$ cat src/hdl/idl_pkg.sv
package idl_pkg;

  localparam int CAPACITY_DEF   = 16;
  localparam int DATA_WIDTH_DEF = 32;

  // Field widths
  localparam int OP_W  = 4;
  localparam int VAL_W = 32;
  localparam int POS_W = 5;
  localparam int CNT_W = 5;

  // Slave tdata: opcode, value, position
  localparam int S_TDATA_W = 48;
  localparam int S_VAL_LSB = OP_W;
  localparam int S_POS_LSB = OP_W + VAL_W;

  // Master tdata: ok, element_value, count, front_value, back_value
  localparam int M_EV_LSB    = 1;
  localparam int M_CNT_LSB   = M_EV_LSB + VAL_W;
  localparam int M_FRONT_LSB = M_CNT_LSB + CNT_W;
  localparam int M_BACK_LSB  = M_FRONT_LSB + VAL_W;
  localparam int M_USED_W    = M_BACK_LSB + VAL_W;
  localparam int M_TDATA_W   = 104;

  typedef enum logic [OP_W-1:0] {
    OP_PUSH_HEAD = 4'd0,
    OP_POP_HEAD  = 4'd1,
    OP_PUSH_TAIL = 4'd2,
    OP_POP_TAIL  = 4'd3,
    OP_INSERT    = 4'd4,
    OP_ERASE     = 4'd5,
    OP_CLEAR     = 4'd6,
    OP_CONTAIN   = 4'd7,
    OP_TRAVERSE  = 4'd8
  } op_e;

endpackage

$ cat src/hdl/idl_ram.sv
module idl_ram #(
  parameter int  WIDTH = 32,
  parameter int  DEPTH = 16,
  localparam int AW    = (DEPTH > 1) ? $clog2(DEPTH) : 1
) (
  input  logic             clk_i,
  input  logic             we_i,
  input  logic [AW-1:0]    waddr_i,
  input  logic [WIDTH-1:0] wdata_i,
  input  logic [AW-1:0]    raddr_i,
  output logic [WIDTH-1:0] rdata_o
);

  logic [WIDTH-1:0] mem_q [DEPTH];
  logic [WIDTH-1:0] rdata_q;

  always_ff @(posedge clk_i) begin
    if (we_i) begin
      mem_q[waddr_i] <= wdata_i;
    end
  end

  always_ff @(posedge clk_i) begin
    rdata_q <= mem_q[raddr_i];
  end

  assign rdata_o = rdata_q;

endmodule

$ cat src/hdl/indexed_deque_list.sv
// Ordered list of up to CAPACITY words used as a deque with indexed insert
// and erase. Items enter on the s_axis channel (opcode, value, position);
// results leave on m_axis with tuser = is_element and tlast on the final
// result of each item. Every result carries ok, count, front and back.
// One item at a time: s_axis_tready is high only while the sequencer is
// idle. All storage sits in a single-port-write, registered-read RAM, and
// one read plus one write per cycle set the timing. Work done per item,
// after which front and back are read and the result is loaded:
//   tail push or pop, clear, erase at zero, failed ops: no other work
//   head push, insert:  shift elements from position upward, top first
//   head pop, erase:    shift elements above position down, bottom first,
//                       position 1-based and 1 for a head pop
//   contain:            read from the head until a match or the end
//   traverse:           then one result per element, head to tail
// The next item is taken the cycle after a result is loaded. The output
// register holds a finished result while m_axis_tready is low; a new item
// is taken meanwhile, and a traverse waits for each slot. Reset empties
// the list; no clearing pass is needed since only entries below the count
// are ever used.
module indexed_deque_list
  import idl_pkg::*;
#(
  parameter int CAPACITY   = CAPACITY_DEF,
  parameter int DATA_WIDTH = DATA_WIDTH_DEF
) (
  input  logic                 clk_i,
  input  logic                 rst_ni,
  input  logic                 s_axis_tvalid,
  output logic                 s_axis_tready,
  // [3:0] opcode, [35:4] value, [40:36] position
  input  logic [S_TDATA_W-1:0] s_axis_tdata,
  output logic                 m_axis_tvalid,
  input  logic                 m_axis_tready,
  // [0] ok, [32:1] element_value, [37:33] count, [69:38] front_value,
  // [101:70] back_value
  output logic [M_TDATA_W-1:0] m_axis_tdata,
  // [0] is_element
  output logic                 m_axis_tuser,
  output logic                 m_axis_tlast
);

  localparam int AW = (CAPACITY > 1) ? $clog2(CAPACITY) : 1;
  localparam int CW = $clog2(CAPACITY + 1);
  localparam int XW = (CW > POS_W) ? CW : POS_W;

  typedef enum logic [9:0] {
    ST_IDLE  = 10'b0000000001,
    ST_SHUP  = 10'b0000000010,
    ST_SHDN  = 10'b0000000100,
    ST_SCAN  = 10'b0000001000,
    ST_FRONT = 10'b0000010000,
    ST_BACK  = 10'b0000100000,
    ST_FIN   = 10'b0001000000,
    ST_OUT   = 10'b0010000000,
    ST_TRD   = 10'b0100000000,
    ST_TEM   = 10'b1000000000
  } state_e;

  state_e state_q, state_d;
  logic [CW-1:0] cnt_q, cnt_d;
  logic [CW-1:0] idx_q, idx_d;
  logic [CW-1:0] ins_q, ins_d;
  logic [CW-1:0] wa_q, wa_d;
  logic          pend_q, pend_d;
  logic          ok_q, ok_d;
  op_e           op_q, op_d;
  logic [DATA_WIDTH-1:0] val_q, val_d;
  logic [DATA_WIDTH-1:0] front_q, front_d;
  logic [DATA_WIDTH-1:0] back_q, back_d;

  logic             mval_q, mval_d;
  logic             mok_q, mok_d;
  logic             melem_q, melem_d;
  logic [VAL_W-1:0] mev_q, mev_d;
  logic             mlast_q, mlast_d;
  logic [CNT_W-1:0] mcnt_q, mcnt_d;
  logic [VAL_W-1:0] mfront_q, mfront_d;
  logic [VAL_W-1:0] mback_q, mback_d;

  logic                  we;
  logic [AW-1:0]         waddr;
  logic [DATA_WIDTH-1:0] wdata;
  logic [AW-1:0]         raddr;
  logic [DATA_WIDTH-1:0] rdata;

  op_e                   in_op;
  logic [DATA_WIDTH-1:0] in_val;
  logic [POS_W-1:0]      in_pos;
  logic [XW-1:0]         pos_x;
  logic [XW-1:0]         cnt_x;
  logic [CW-1:0]         idx_m1;
  logic [CW-1:0]         cnt_m1;
  logic                  not_full;
  logic                  empty;
  logic                  out_free;

  assign in_op    = op_e'(s_axis_tdata[OP_W-1:0]);
  assign in_val   = DATA_WIDTH'(s_axis_tdata[S_VAL_LSB +: VAL_W]);
  assign in_pos   = s_axis_tdata[S_POS_LSB +: POS_W];
  assign pos_x    = XW'(in_pos);
  assign cnt_x    = XW'(cnt_q);
  assign idx_m1   = idx_q - 1'b1;
  assign cnt_m1   = cnt_q - 1'b1;
  assign not_full = (cnt_q < CW'(CAPACITY));
  assign empty    = (cnt_q == '0);
  assign out_free = !mval_q || m_axis_tready;

  assign s_axis_tready = (state_q == ST_IDLE);

  always_comb begin
    state_d  = state_q;
    cnt_d    = cnt_q;
    idx_d    = idx_q;
    ins_d    = ins_q;
    wa_d     = wa_q;
    pend_d   = pend_q;
    ok_d     = ok_q;
    op_d     = op_q;
    val_d    = val_q;
    front_d  = front_q;
    back_d   = back_q;
    mval_d   = mval_q && !m_axis_tready;
    mok_d    = mok_q;
    melem_d  = melem_q;
    mev_d    = mev_q;
    mlast_d  = mlast_q;
    mcnt_d   = mcnt_q;
    mfront_d = mfront_q;
    mback_d  = mback_q;
    we       = 1'b0;
    waddr    = '0;
    wdata    = val_q;
    raddr    = '0;

    unique case (state_q)
      ST_IDLE: begin
        if (s_axis_tvalid) begin
          op_d    = in_op;
          val_d   = in_val;
          ok_d    = 1'b0;
          pend_d  = 1'b0;
          state_d = ST_FRONT;
          unique case (in_op)
            OP_PUSH_HEAD: begin
              if (not_full) begin
                ok_d    = 1'b1;
                ins_d   = '0;
                idx_d   = cnt_q;
                state_d = ST_SHUP;
              end
            end
            OP_INSERT: begin
              if (not_full && ((pos_x < cnt_x) || (empty && in_pos == '0))) begin
                ok_d    = 1'b1;
                ins_d   = CW'(in_pos);
                idx_d   = cnt_q;
                state_d = ST_SHUP;
              end
            end
            OP_POP_HEAD: begin
              if (!empty) begin
                ok_d    = 1'b1;
                idx_d   = CW'(1);
                state_d = ST_SHDN;
              end
            end
            OP_ERASE: begin
              if (in_pos == '0) begin
                ok_d = 1'b1;
              end else if (pos_x <= cnt_x) begin
                ok_d    = 1'b1;
                idx_d   = CW'(in_pos);
                state_d = ST_SHDN;
              end
            end
            OP_PUSH_TAIL: begin
              if (not_full) begin
                we    = 1'b1;
                waddr = cnt_q[AW-1:0];
                wdata = in_val;
                cnt_d = cnt_q + 1'b1;
                ok_d  = 1'b1;
              end
            end
            OP_POP_TAIL: begin
              if (!empty) begin
                cnt_d = cnt_m1;
                ok_d  = 1'b1;
              end
            end
            OP_CLEAR: begin
              ok_d  = !empty;
              cnt_d = '0;
            end
            OP_CONTAIN: begin
              idx_d   = '0;
              state_d = ST_SCAN;
            end
            OP_TRAVERSE: begin
              ok_d = !empty;
            end
            default: begin
            end
          endcase
        end
      end

      // Move elements up one slot, top first, then drop the new word in.
      ST_SHUP: begin
        raddr = idx_m1[AW-1:0];
        if (pend_q) begin
          we    = 1'b1;
          waddr = wa_q[AW-1:0];
          wdata = rdata;
        end
        if (idx_q > ins_q) begin
          pend_d = 1'b1;
          wa_d   = idx_q;
          idx_d  = idx_m1;
        end else begin
          pend_d = 1'b0;
          if (!pend_q) begin
            we      = 1'b1;
            waddr   = ins_q[AW-1:0];
            wdata   = val_q;
            cnt_d   = cnt_q + 1'b1;
            state_d = ST_FRONT;
          end
        end
      end

      // Move elements above the erased slot down one, bottom first.
      ST_SHDN: begin
        raddr = idx_q[AW-1:0];
        if (pend_q) begin
          we    = 1'b1;
          waddr = wa_q[AW-1:0];
          wdata = rdata;
        end
        if (idx_q < cnt_q) begin
          pend_d = 1'b1;
          wa_d   = idx_m1;
          idx_d  = idx_q + 1'b1;
        end else begin
          pend_d = 1'b0;
          if (!pend_q) begin
            cnt_d   = cnt_m1;
            state_d = ST_FRONT;
          end
        end
      end

      ST_SCAN: begin
        raddr = idx_q[AW-1:0];
        if (pend_q && rdata == val_q) begin
          ok_d    = 1'b1;
          pend_d  = 1'b0;
          state_d = ST_FRONT;
        end else if (idx_q < cnt_q) begin
          pend_d = 1'b1;
          idx_d  = idx_q + 1'b1;
        end else begin
          pend_d = 1'b0;
          if (!pend_q) begin
            state_d = ST_FRONT;
          end
        end
      end

      ST_FRONT: begin
        raddr   = '0;
        state_d = ST_BACK;
      end

      ST_BACK: begin
        raddr   = empty ? '0 : cnt_m1[AW-1:0];
        front_d = empty ? '0 : rdata;
        state_d = ST_FIN;
      end

      ST_FIN: begin
        back_d = empty ? '0 : rdata;
        if (op_q == OP_TRAVERSE && !empty) begin
          idx_d   = '0;
          state_d = ST_TRD;
        end else begin
          state_d = ST_OUT;
        end
      end

      ST_OUT: begin
        if (out_free) begin
          mval_d   = 1'b1;
          mok_d    = ok_q;
          melem_d  = 1'b0;
          mev_d    = '0;
          mlast_d  = 1'b1;
          mcnt_d   = CNT_W'(cnt_q);
          mfront_d = VAL_W'(front_q);
          mback_d  = VAL_W'(back_q);
          state_d  = ST_IDLE;
        end
      end

      ST_TRD: begin
        raddr   = idx_q[AW-1:0];
        state_d = ST_TEM;
      end

      // Hold the read address so the data stays put while the output stalls.
      ST_TEM: begin
        raddr = idx_q[AW-1:0];
        if (out_free) begin
          mval_d   = 1'b1;
          mok_d    = 1'b1;
          melem_d  = 1'b1;
          mev_d    = VAL_W'(rdata);
          mlast_d  = (idx_q == cnt_m1);
          mcnt_d   = CNT_W'(cnt_q);
          mfront_d = VAL_W'(front_q);
          mback_d  = VAL_W'(back_q);
          if (idx_q == cnt_m1) begin
            state_d = ST_IDLE;
          end else begin
            idx_d   = idx_q + 1'b1;
            state_d = ST_TRD;
          end
        end
      end

      default: begin
        state_d = ST_IDLE;
      end
    endcase
  end

  always_ff @(posedge clk_i or negedge rst_ni) begin
    if (!rst_ni) begin
      state_q <= ST_IDLE;
      cnt_q   <= '0;
      pend_q  <= 1'b0;
      mval_q  <= 1'b0;
    end else begin
      state_q <= state_d;
      cnt_q   <= cnt_d;
      pend_q  <= pend_d;
      mval_q  <= mval_d;
    end
  end

  always_ff @(posedge clk_i) begin
    idx_q    <= idx_d;
    ins_q    <= ins_d;
    wa_q     <= wa_d;
    ok_q     <= ok_d;
    op_q     <= op_d;
    val_q    <= val_d;
    front_q  <= front_d;
    back_q   <= back_d;
    mok_q    <= mok_d;
    melem_q  <= melem_d;
    mev_q    <= mev_d;
    mlast_q  <= mlast_d;
    mcnt_q   <= mcnt_d;
    mfront_q <= mfront_d;
    mback_q  <= mback_d;
  end

  idl_ram #(
    .WIDTH(DATA_WIDTH),
    .DEPTH(CAPACITY)
  ) u_ram (
    .clk_i  (clk_i),
    .we_i   (we),
    .waddr_i(waddr),
    .wdata_i(wdata),
    .raddr_i(raddr),
    .rdata_o(rdata)
  );

  assign m_axis_tvalid = mval_q;
  assign m_axis_tdata  = {{(M_TDATA_W - M_USED_W){1'b0}},
                          mback_q, mfront_q, mcnt_q, mev_q, mok_q};
  assign m_axis_tuser  = melem_q;
  assign m_axis_tlast  = mlast_q;

endmodule

$ cat config.mk
export PLATFORM = sky130hd
export DESIGN_NAME = indexed_deque_list
export DESIGN_NICKNAME = d
export VERILOG_FILES = /design/src/hdl/idl_pkg.sv /design/src/hdl/idl_ram.sv /design/src/hdl/indexed_deque_list.sv
export SDC_FILE = /design/constraint.sdc
export NUM_CORES = 1
export LEC_CHECK = 0
export BUFFER_PORTS_ARGS = -buffer_cell sky130_fd_sc_hd__buf_2
export CORE_MARGIN = 1.5
export CORE_UTILIZATION = 55
export DETAILED_ROUTE_END_ITERATION = 10
export GPL_ROUTABILITY_DRIVEN = 0
export PLACE_DENSITY_LB_ADDON = 0.08
export SYNTH_ARGS = -nofsm -noshare
export SYNTH_HDL_FRONTEND = slang
export SYNTH_SLANG_ARGS = --single-unit
$ cat constraint.sdc
create_clock -name clk_i -period 9.9 [get_ports clk_i]
set_clock_uncertainty 0.2 [all_clocks]
set_input_delay 1.485 -clock clk_i [delete_from_list [all_inputs] [get_ports clk_i]]
set_output_delay 1.485 -clock clk_i [all_outputs]
set_load 0.005 [all_outputs]
==> impl_summary.txt <==
----------------------------------------------------
[Run status]
  Run status ... finished, final reports clean

[Die]
  Floorplan die width ... 241 µm
  Die extent in y ... 241 µm
  Total Die Area ... 0.0583 mm²
  Initial Utilization ... 0.555
  Standard-cell rows ... 87
  I/O pins ... 160
  Standard cell core area ... 0.0563 mm²

[Global route]
  Global-route wire length before repair ... 111000 µm
  Maximum number of pins on one net before global-route repair ... 163
  Number of global-route vias before repair ... 17700
  Overflow left after global routing ... 0
  Total Routing Usage GR ... 0.260
  Antenna violations before repair ... 8

[Clock tree]
  Worst-Skew Late Latency ... 0.61 ns
  CTS Sinks ... 780
  H-Tree Depth ... 3
  Number of buffers added by the clock tree synthesis step ... 78
  Post-CTS Setup Repair Bufs ... 0
  Root buffer cell ... clkbuf_16
  Clk slew on worst S/H paths ... 0.06 ns
  Hold-fix buffer count after cts ... 0
  Cells resized by post-CTS repair ... 0
  Number of buffers on the longest clock path ... 3
  Clock tree from TritonCTS ... yes

[Synth]
  Yosys warnings ... 0
  Number of instances in the synthesized netlist ... 2202
  Synthesized-area fraction occupied by adder cells ... 0.00801
  Number of enable-type register cells in the synthesized netlist ... 731
  Main area contributors after synthesis ... edfxtp_1, nand2_1, mux2i_1
  Proportion of synthesized area in mux cells ... 0.0323
  Most frequently used flop master after synthesis ... edfxtp_1
  Synth Area per Inst ... 14.2 µm²
  Top cell types by occurrence after synthesis ... edfxtp_1, nand2_1, and3_1
  Number of different library cells in the post-synthesis netlist ... 72
  Most common cell in the netlist ... edfxtp_1
  Synth top area share ... 0.702
  Mapped cell area ... 0.0313 mm²
  Synth Area in XOR/XNOR ... 0.0137
  Post-synth top area cell ... edfxtp_1
  Sequential area share after synthesis ... 0.736
  Synth Area in Compound Gates ... 0.0585
  Share of synthesized registers carrying an async set or reset ... 0.0218
  Largest family of logic cells by synthesized area ... simple AND/OR/NAND/NOR gates
  Share of synthesized cell area in and, or, nand and nor gates ... 0.129
  Post-synthesis register bit count ... 780

[Worst setup path]
  Startpoint types ... flip-flop
  Worst endpoint required time ... 9.97 ns
  Max FO, Critical Path ... 37
  Worst endpoint data arrival time ... 6.24 ns
  Crit path capture type ... flip-flop
  Classification of the worst setup path ... reg -> reg

[STA]
  Setup Total Neg Slack ... 0 ns
  Final count of pins violating max slew ... 0
  Final period demand of the worst path ... 6.18 ns
  Final count of hold timing violations ... 0
  Unrepaired setup endpoints after global routing ... no
  Final period utilization ... 0.624
  Max Clock Freq ... 162 MHz
  Final setup violation count ... 0
  Worst Max-Slew Pin Slew ... 1.13 ns
  Worst slew slack as a fraction of its limit ... 0.235

[Routing]
  Number of nets with antenna violations after routing ... 0
  Starting DRC count in detailed routing ... 2159
  DR vias ... 18800
  Total wire length after detailed routing ... 75300 µm
  DRC Markers ... 0
  DRT Pass-1 Iters ... 9
  Wire length per cell after detailed routing ... 23.8 µm
  Vias per cell ... 5.94

[Power]
  Leakage dissipation ... 12.6 nW
  Largest voltage drop on the vdd net ... 0.000158 V
  Cell area power density ... 239 mW/mm²
  Total power consumption of the routed design ... 0.00849 W

[Place]
  Sum of net half-perimeters after detailed placement ... 43100 µm
  Number of buffers added on ports ... 150

[Finish]
  Number of nets in the layout ... 2410
  Growth of design area from synthesis to finish ... 13.5%
  Filler cell count in the final layout ... 4164
  Layout cell share with drive strength beyond 1 ... 0.157

[Run]
  Number of violations of the max-capacitance limit ... 0

[Worst hold path]
  Worst min-delay path category ... reg -> reg

----------------------------------------------------
where the power goes:
group / internal, W / switching, W / total (W) / leakage (nW)
Clock: 0.00178 / 0.00120 / 0.00298 / 1.28
Combinational: 0.000449 / 0.000849 / 0.00130 / 4.20
Sequential: 0.00394 / 0.000270 / 0.00421 / 7.17
Total: 0.00617 / 0.00231 / 0.00849 / 12.6
critical path, stage by stage (launching register included):
cell      delay, ns
dfrtp_1        0.47
nor3_1         0.39
nand2_1        0.29
or3_1          0.55
inv_2          0.13
nand2_1        0.13
inv_2          0.07
buf_4          0.55
and3_2         1.03
a222oi_1       0.35
nand3b_1       0.47
nor2_4         0.65
buf_4          0.48
cells by family after synthesis:
kind of cell | after synthesis
flip-flops | 780
AND/OR/NAND/NOR | 873
multiplexers | 97
AO/OA/AOI/OAI | 231
other | 1
XOR/XNOR | 49
adder cells (fa/ha/maj) | 20
buffers and inverters | 151
cell usage in the layout, fill, tap and decap left out, types with 5 or more instances in the layout:
master	synthesis	final
buf_4	5	34
clkbuf_1	86	20
nor2_1	50	31
clkinv_1	0	7
a311o_1	33	33
a311oi_1	32	32
a21o_1	5	5
a22oi_1	36	36
bufinv_16	0	9
or3_1	6	6
nor2b_1	42	39
edfxtp_1	731	731
nand2b_1	16	13
ha_1	20	20
a21oi_1	20	20
a211oi_1	6	5
clkbuf_16	0	79
nor4_1	16	15
nand2_1	484	484
dfrtp_1	16	16
and3_1	102	101
xnor2_1	15	15
clkinv_2	0	12
o22ai_1	5	5
o21ai_0	21	21
inv_1	19	19
clkbuf_8	0	10
xor2_1	34	34
dfxtp_1	32	32
nor3_1	16	16
inv_6	0	5
mux2_2	32	32
nor2_4	0	18
o32ai_1	33	33
nand3_1	79	79
diode_2	0	6
and2_1	37	37
buf_2	28	150
mux2i_1	65	65
through the flow:
step | cells | instance area, µm² | hold slack (ns) | setup slack (ns) | util
floorplan | 2203 | 31300 | 0.200 | 4.46 | -
global placement | 3014 | 32900 | 0.201 | 3.83 | 0.584
detailed placement | 3014 | 32900 | 0.205 | 3.78 | 0.584
CTS | 3158 | 35500 | 0.215 | 3.77 | 0.630
global route | 3159 | 35500 | 0.218 | 3.45 | 0.630
finish | 3164 | 35500 | 0.211 | 3.72 | 0.630
final cells by class:
class                   count  area (µm²)  area share
repair buffers            185        1030      0.0289
clock inverters            35         415      0.0117
flip-flops and latches    780       23000       0.649
clock buffers             109        2190      0.0617
multi-input cells        1272        7790       0.220
diodes                      6        15.0    0.000423
inverters                  21        78.8     0.00222
well taps                 756         946      0.0267
path summary, 6_finish.rpt:
kind	startpoint	to	slack, ns	depth (start not counted)
min	back_q[15]	mback_q[15]	0.21	0
min reg2reg	back_q[15]	mback_q[15]	0.21	0
max in group asynchronous	rst_ni	state_q[0]	8.54	1
min in group asynchronous	rst_ni	state_q[4]	0.62	1
max reg2reg	state_q[4]	u_ram.mem_q[10][9]	3.72	12
max	state_q[4]	u_ram.mem_q[10][9]	3.72	12
registers in the layout, indices dropped and copies added, names as in the netlist, 32 cells and up:
register,flops
back_q,32
front_q,32
mback_q,32
mev_q,32
mfront_q,32
u_ram.mem_q,512
u_ram.rdata_o,32
val_q,32
metal layers:
| metal | routed length [µm] | part of all wire | GRT usage | vias up |
|---|---|---|---|---|
| li1 | - | - | - | 8504 |
| met1 | 31900 | 0.42 | 0.371 | 9366 |
| met2 | 35700 | 0.47 | 0.415 | 806 |
| met3 | 6060 | 0.080 | 0.0433 | 113 |
| met4 | 1590 | 0.021 | 0.0733 | 2 |
| met5 | 16 | 0.00021 | 0 | - |
(Power assumes the default switching activity.)
